<file path="src/rfa_pkg.sv">
package rfa_pkg;

	typedef enum logic [1:0] {
		CMD_ADD = 2'd0,
		CMD_SUB = 2'd1,
		CMD_MUL = 2'd2,
		CMD_DIV = 2'd3
	} cmd_t;

	typedef enum logic [3:0] {
		ST_IDLE,
		ST_MUL1,
		ST_MUL2,
		ST_MUL3,
		ST_FORM,
		ST_GCD,
		ST_DIVN,
		ST_DIVD,
		ST_DONE
	} state_t;

	localparam int unsigned PROD_W = 64;

endpackage

</file>
<file path="src/reduced_fraction_alu.sv">
// Channel   Dir  Beat contents
// s_axis    in   tdata: command, first_numerator, first_denominator,
//                       second_numerator, second_denominator
// m_axis    out  tdata: result_numerator, result_denominator; tuser: status
//
// One shared multiplier forms the cross products in ST_MUL1, ST_MUL2 and, for
// add and subtract, ST_MUL3; one shared subtract/compare unit runs a binary gcd
// (one step a cycle), then restoring division of numerator and denominator by
// the gcd, one quotient bit a cycle.
// Reset is asynchronous and clears control; s_axis_tready is low while busy.
// The result holds in the output register until m_axis_tready takes it.
module reduced_fraction_alu
	import rfa_pkg::*;
#(
	parameter int OPERAND_WIDTH = 16
) (
	input  logic clk,
	input  logic arst_n,
	input  logic s_axis_tvalid,
	output logic s_axis_tready,
	// command, first_numerator, first_denominator, second_numerator,
	// second_denominator, zero fill
	input  logic [((4*OPERAND_WIDTH+7)/8)*8-1:0] s_axis_tdata,
	output logic m_axis_tvalid,
	input  logic m_axis_tready,
	// result_numerator [31:0], result_denominator [62:32], zero fill
	output logic [63:0] m_axis_tdata,
	// status
	output logic m_axis_tuser
);

	localparam int OW = OPERAND_WIDTH;
	localparam int DW = OW - 1;
	// product magnitude width
	localparam int PW = 2 * OW + 1;
	localparam int CW = $clog2(PW + 1);

	// field unpack
	logic [1:0] cmd_in;
	logic signed [OW-1:0] n1_in, n2_in;
	logic [DW-1:0] d1_in, d2_in;
	assign cmd_in = s_axis_tdata[1:0];
	assign n1_in = s_axis_tdata[2 +: OW];
	assign d1_in = s_axis_tdata[2+OW +: DW];
	assign n2_in = s_axis_tdata[1+2*OW +: OW];
	assign d2_in = s_axis_tdata[1+3*OW +: DW];

	state_t state_q, state_d;
	cmd_t cmd_q;
	logic signed [OW-1:0] n1_q, n2_q;
	logic [DW-1:0] d1_q, d2_q;
	logic signed [2*OW:0] p0_q, p1_q, p2_q;
	logic [PW-1:0] mag_q, den_q, ga_q, gb_q, rem_q, quo_q, divd_q;
	logic [CW-1:0] k_q, cnt_q;
	logic neg_q, err_q;
	logic [31:0] rn_q;
	logic [30:0] rd_q;
	logic out_v_q;
	logic [31:0] out_num_q;
	logic [30:0] out_den_q;
	logic out_err_q;

	// shared multiplier operands
	logic signed [OW:0] ma, mb;
	logic signed [2*OW+1:0] mp;
	always_comb begin
		ma = '0;
		mb = '0;
		unique case (state_q)
			ST_MUL1: begin
				ma = {n1_q[OW-1], n1_q};
				mb = (cmd_q == CMD_MUL) ? {n2_q[OW-1], n2_q} : {2'b00, d2_q};
			end
			ST_MUL2: begin
				ma = {2'b00, d1_q};
				mb = (cmd_q == CMD_MUL) ? {2'b00, d2_q} :
					(cmd_q == CMD_DIV) ? {n2_q[OW-1], n2_q} : {2'b00, d2_q};
			end
			ST_MUL3: begin
				ma = {2'b00, d1_q};
				mb = {n2_q[OW-1], n2_q};
			end
			default: begin
				ma = '0;
				mb = '0;
			end
		endcase
	end
	assign mp = ma * mb;

	// shared subtract unit
	logic [PW:0] sub_a, sub_b, diff;
	always_comb begin
		sub_a = '0;
		sub_b = '0;
		unique case (state_q)
			ST_GCD: begin
				sub_a = {1'b0, (ga_q > gb_q) ? ga_q : gb_q};
				sub_b = {1'b0, (ga_q > gb_q) ? gb_q : ga_q};
			end
			ST_DIVN, ST_DIVD: begin
				sub_a = {rem_q, divd_q[PW-1]};
				sub_b = {1'b0, ga_q};
			end
			default: begin
				sub_a = '0;
				sub_b = '0;
			end
		endcase
	end
	assign diff = sub_a - sub_b;

	logic gcd_done;
	assign gcd_done = (ga_q == '0) || (gb_q == '0);

	// next state
	always_comb begin
		state_d = state_q;
		unique case (state_q)
			ST_IDLE: if (s_axis_tvalid && s_axis_tready) state_d = ST_MUL1;
			ST_MUL1: state_d = ST_MUL2;
			ST_MUL2: state_d = (cmd_q == CMD_ADD || cmd_q == CMD_SUB) ? ST_MUL3 : ST_FORM;
			ST_MUL3: state_d = ST_FORM;
			ST_FORM: state_d = err_q ? ST_DONE : ST_GCD;
			ST_GCD: if (gcd_done) state_d = ST_DIVN;
			ST_DIVN: if (cnt_q == CW'(PW - 1)) state_d = ST_DIVD;
			ST_DIVD: if (cnt_q == CW'(PW - 1)) state_d = ST_DONE;
			ST_DONE: if (!out_v_q || m_axis_tready) state_d = ST_IDLE;
			default: state_d = ST_IDLE;
		endcase
	end

	// outputs
	always_comb begin
		s_axis_tready = (state_q == ST_IDLE);
		m_axis_tvalid = out_v_q;
		m_axis_tdata = {1'b0, out_den_q, out_num_q};
		m_axis_tuser = out_err_q;
	end

	// control and output register
	always_ff @(posedge clk or negedge arst_n) begin
		if (!arst_n) begin
			state_q <= ST_IDLE;
			out_v_q <= 1'b0;
			out_num_q <= '0;
			out_den_q <= '0;
			out_err_q <= 1'b0;
		end else begin
			state_q <= state_d;
			if (state_q == ST_DONE && (!out_v_q || m_axis_tready)) begin
				out_v_q <= 1'b1;
				out_num_q <= rn_q;
				out_den_q <= rd_q;
				out_err_q <= err_q;
			end else if (m_axis_tready) begin
				out_v_q <= 1'b0;
			end
		end
	end

	// datapath
	always_ff @(posedge clk) begin
		unique case (state_q)
			ST_IDLE: begin
				cmd_q <= cmd_t'(cmd_in);
				n1_q <= n1_in;
				n2_q <= n2_in;
				d1_q <= d1_in;
				d2_q <= d2_in;
				err_q <= (d1_in == '0) || (d2_in == '0) ||
					(cmd_t'(cmd_in) == CMD_DIV && n2_in == '0);
			end
			ST_MUL1: p0_q <= mp[2*OW:0];
			ST_MUL2: p1_q <= mp[2*OW:0];
			ST_MUL3: p2_q <= mp[2*OW:0];
			ST_FORM: begin
				logic signed [PW:0] nv, dv;
				nv = '0;
				dv = '0;
				unique case (cmd_q)
					CMD_ADD: begin
						nv = (PW+1)'(p0_q) + (PW+1)'(p2_q);
						dv = (PW+1)'(p1_q);
					end
					CMD_SUB: begin
						nv = (PW+1)'(p0_q) - (PW+1)'(p2_q);
						dv = (PW+1)'(p1_q);
					end
					CMD_MUL: begin
						nv = (PW+1)'(p0_q);
						dv = (PW+1)'(p1_q);
					end
					CMD_DIV: begin
						nv = (p1_q < 0) ? -(PW+1)'(p0_q) : (PW+1)'(p0_q);
						dv = (p1_q < 0) ? -(PW+1)'(p1_q) : (PW+1)'(p1_q);
					end
					default: begin
						nv = '0;
						dv = '0;
					end
				endcase
				neg_q <= nv[PW];
				mag_q <= nv[PW] ? PW'(-nv) : nv[PW-1:0];
				den_q <= dv[PW-1:0];
				ga_q <= nv[PW] ? PW'(-nv) : nv[PW-1:0];
				gb_q <= dv[PW-1:0];
				k_q <= '0;
				if (err_q) begin
					rn_q <= '0;
					rd_q <= '0;
				end
			end
			ST_GCD: begin
				// binary gcd: strip common twos, then subtract odd values
				if (gcd_done) begin
					ga_q <= (ga_q | gb_q) << k_q;
					divd_q <= mag_q;
					rem_q <= '0;
					cnt_q <= '0;
				end else if (!ga_q[0] && !gb_q[0]) begin
					ga_q <= ga_q >> 1;
					gb_q <= gb_q >> 1;
					k_q <= k_q + 1'b1;
				end else if (!ga_q[0]) begin
					ga_q <= ga_q >> 1;
				end else if (!gb_q[0]) begin
					gb_q <= gb_q >> 1;
				end else begin
					ga_q <= sub_b[PW-1:0];
					gb_q <= diff[PW:1];
				end
			end
			ST_DIVN, ST_DIVD: begin
				// restoring division, one quotient bit a cycle
				logic [PW-1:0] nr, qf;
				logic qb;
				qb = !diff[PW];
				nr = qb ? diff[PW-1:0] : sub_a[PW-1:0];
				qf = {quo_q[PW-2:0], qb};
				quo_q <= qf;
				if (cnt_q == CW'(PW - 1)) begin
					cnt_q <= '0;
					rem_q <= '0;
					if (state_q == ST_DIVN) begin
						rn_q <= neg_q ? -(32'(qf)) : 32'(qf);
						divd_q <= den_q;
					end else begin
						rd_q <= 31'(qf);
					end
				end else begin
					cnt_q <= cnt_q + 1'b1;
					rem_q <= nr;
					divd_q <= divd_q << 1;
				end
			end
			default: begin
			end
		endcase
	end

endmodule

</file>
<file path="config.mk">
export PLATFORM = sky130hd
export DESIGN_NAME = reduced_fraction_alu
export DESIGN_NICKNAME = d
export VERILOG_FILES = /design/src/rfa_pkg.sv /design/src/reduced_fraction_alu.sv
export SDC_FILE = /design/constraint.sdc
export NUM_CORES = 2
export LEC_CHECK = 0
export BUFFER_PORTS_ARGS = -buffer_cell sky130_fd_sc_hd__buf_2
export CORE_UTILIZATION = 35
export CTS_CLUSTER_SIZE = 14
export DETAILED_ROUTE_END_ITERATION = 16
export SYNTH_ARGS = -nofsm -noshare
export SYNTH_HDL_FRONTEND = slang
export SYNTH_SLANG_ARGS = --single-unit
</file>
<file path="constraint.sdc">
create_clock -name clk -period 20.8 [get_ports clk]
set_clock_uncertainty 0.2 [all_clocks]
set_input_delay 2.08 -clock clk [delete_from_list [all_inputs] [get_ports clk]]
set_output_delay 2.08 -clock clk [all_outputs]
set_load 0.005 [all_outputs]
</file>
==> results.py <==
metrics = {
    "floorplan": {
        "rows": 126,
        "initial_core_util_pct": 35.4,
        "core-area_um2": 118000,
        "ios": 135,
        "dieArea_um2": 121000,
        "die_w_um": 347,
        "die_y_um": 347,
    },
    "global_route": {
        "grt_antenna_before_repair": 1,
        "grt_pass1_wl_mm": 180,
        "grtUsageMet2_pct": 31.4,
        "grt_use_met1_pct": 25.7,
        "grt_overflow_total": 0,
        "grt_use_total_pct": 18.8,
        "use_met3_pct": 2.56,
        "grt_pass1_vias": 31000,
        "grt_max_degree": 70,
        "grt.busiest_layer": "met2",
    },
    "job": {
        "cap_violations": 0,
    },
    "timing": {
        "post-route-min-period_ps": 9600,
        "fin_tns_setup_ps": 0,
        "drv_slew": 0,
        "max_freq_ghz": 0.104,
        "rsz0062_at_grt": "false",
        "worstMarginPinSlew_ps": 1430,
        "relSlewSlack_pct": 4.82,
        "finalCritPeriodShare_pct": 46.1,
        "finalHoldViolations": 0,
        "setup_viol": 0,
    },
    "drt": {
        "drtIter0Drc": 2573,
        "routed_wl_mm": 114,
        "viasPerCell": 5.39,
        "drc": 0,
        "vias": 31300,
        "first_pass_iters": 8,
        "drtAntennaViolNets": 0,
        "post_drt_wl_per_cell_um": 19.7,
    },
    "clock_network": {
        "clk_path_buf_depth": 3,
        "cts_hold_buffers": 0,
        "cts_tree": "built",
        "clock-sinks": 538,
        "clkTransAtPathRegs_ps": 70,
        "cts_root_buffer": "clkbuf_16",
        "cts_resized": 0,
        "postCtsSetupBuffers": 0,
        "cts_buffers": 57,
        "clkLatencyLatePin_ps": 650,
        "h-tree-depth": 2,
    },
    "yosys": {
        "synth-main-ff-cell": "edfxtp_1",
        "async_flop_share_pct": 12.8,
        "yosysUniqueCellTypes": 87,
        "synth.area.top_cells": "edfxtp_1 (34%), fa_1 (14%), ha_1 (6.7%), nor2_1 (4.2%), dfrtp_1 (4.1%)",
        "synth_top_cell_by_area": "edfxtp_1",
        "yosysTopAreaCellShare_pct": 33.7,
        "syn_nets": 4716,
        "synth-seq-cells": 538,
        "synthCells": 4139,
        "ys_seq_area_share_pct": 37.9,
        "synth_warnings": 0,
        "synth-edff-count": 469,
        "syn_area_um2": 41700,
        "syn_avg_cell_area_um2": 10.1,
    },
    "worst_setup_path": {
        "cp.arrival_ps": 9850,
        "cp_max_fo": 34,
        "start_kind": "register",
        "crit_slowest_cell": "a21oi_2",
        "worst-path-buf-inv": 5,
        "crit_path_max_incr_delay_ps": 820,
        "critPathTopFamily": "compound AO/OA/AOI/OAI gates",
        "path_class": "register to register",
        "crit_path_frequent_cell": "fa_1",
        "cp-end-kind": "register",
        "worstPathRequired_ps": 21050,
    },
    "layout": {
        "mostFrequentLayoutCell": "edfxtp_1",
        "stdcell_count": 5799,
        "layout_common_cells": "edfxtp_1 (469), nor2_1 (461), inv_1 (435)",
        "fin_nets": 4791,
        "stdcell_area_um2": 46200,
        "post_route_cells_drive_above_1_share_pct": 10.0,
        "area_delta_synth_final_pct": 10.7,
    },
    "status": {
        "status": "complete, no violations",
    },
    "place": {
        "numPortBuffers": 133,
        "gp_congestion": 0.898,
        "dpl-instance-area_um2": 44300,
        "place_hpwl_mm": 88.2,
        "place_inst": 5691,
    },
    "worst_hold_path": {
        "hold_path.class": "register to register",
    },
}
routing by layer:
layer,wire (µm),up-vias
met5,0,-
met4,2610,0
met3,6680,157
met2,53700,978
met1,51100,15500
li1,-,14600
stage by stage:
stage | worst slack [ps] | utilization [%] | hold WS (ps)
after floorplan | 11720 | - | 255
after global placement | 11390 | 37.5 | 258
after detailed placement | 11240 | 37.5 | 265
after CTS | 11190 | 39.1 | 280
after global routing | 10530 | 39.1 | 289
final | 11200 | 39.2 | 271
state kept, by name, summed over array words and instances (netlist names), 32 cells and up:
| register | flops |
|---|---|
| den_q | 33 |
| divd_q | 33 |
| ga_q | 33 |
| gb_q | 33 |
| mag_q | 33 |
| p0_q | 33 |
| p1_q | 33 |
| p2_q | 33 |
| rem_q | 33 |
| out_num_q | 32 |
| rn_q | 32 |
final timing paths:
path	startpoint	endpoint	slack [ps]	cells past startpoint
worst min register to register	rd_q[4]	out_den_q[4]	270	1
min in group asynchronous	arst_n	out_num_q[30]	1450	2
worst min-delay path	rd_q[4]	out_den_q[4]	270	1
worst max-delay path	state_q[3]	p2_q[30]	11200	29
max in group asynchronous	arst_n	out_num_q[4]	18360	2
worst max register to register	state_q[3]	p2_q[30]	11200	29
cell usage after synthesis, types with 16 or more instances:
master / n
a22o_1: 35
inv_1: 436
o21a_1: 17
a22oi_1: 89
fa_1: 284
xor2_1: 103
nor4_1: 52
a211oi_1: 27
nand3_1: 46
a21o_1: 74
nor2_1: 465
xnor2_1: 140
o31ai_1: 25
buf_1: 19
nand2b_1: 44
and2_1: 47
nor3_1: 68
a21oi_1: 248
mux2_2: 80
nand2_1: 317
dfrtp_1: 69
o21bai_1: 16
clkbuf_1: 156
or4_1: 19
a31oi_1: 40
ha_1: 225
nor2b_1: 28
or3_1: 24
edfxtp_1: 469
o21ai_0: 194
mux2i_1: 92
final cells by class:
cell class	instances	area, µm²
Fill cell	11500	71800
Multi-Input combinational cell	2977	23700
Sequential cell	538	15800
Tap cell	1536	1920
Inverter	441	1660
Clock buffer	72	1580
Timing Repair Buffer	199	1160
Clock inverter	34	383
Antenna cell	2	5.00
kinds of logic after synthesis:
group / after synthesis / share of synthesized area (%)
flip-flops: 538 / 37.9
buffers and inverters: 624 / 5.66
AO/OA/AOI/OAI: 872 / 13.4
multiplexers: 180 / 4.80
other: 1 / 0.00898
adder cells (fa/ha/maj): 509 / 20.4
AND/OR/NAND/NOR: 1172 / 12.8
XOR/XNOR: 243 / 5.10
Power is left out: the tool's default activity adds up to more than one toggle a clock period on the data nets, which glitch-free logic cannot reach.
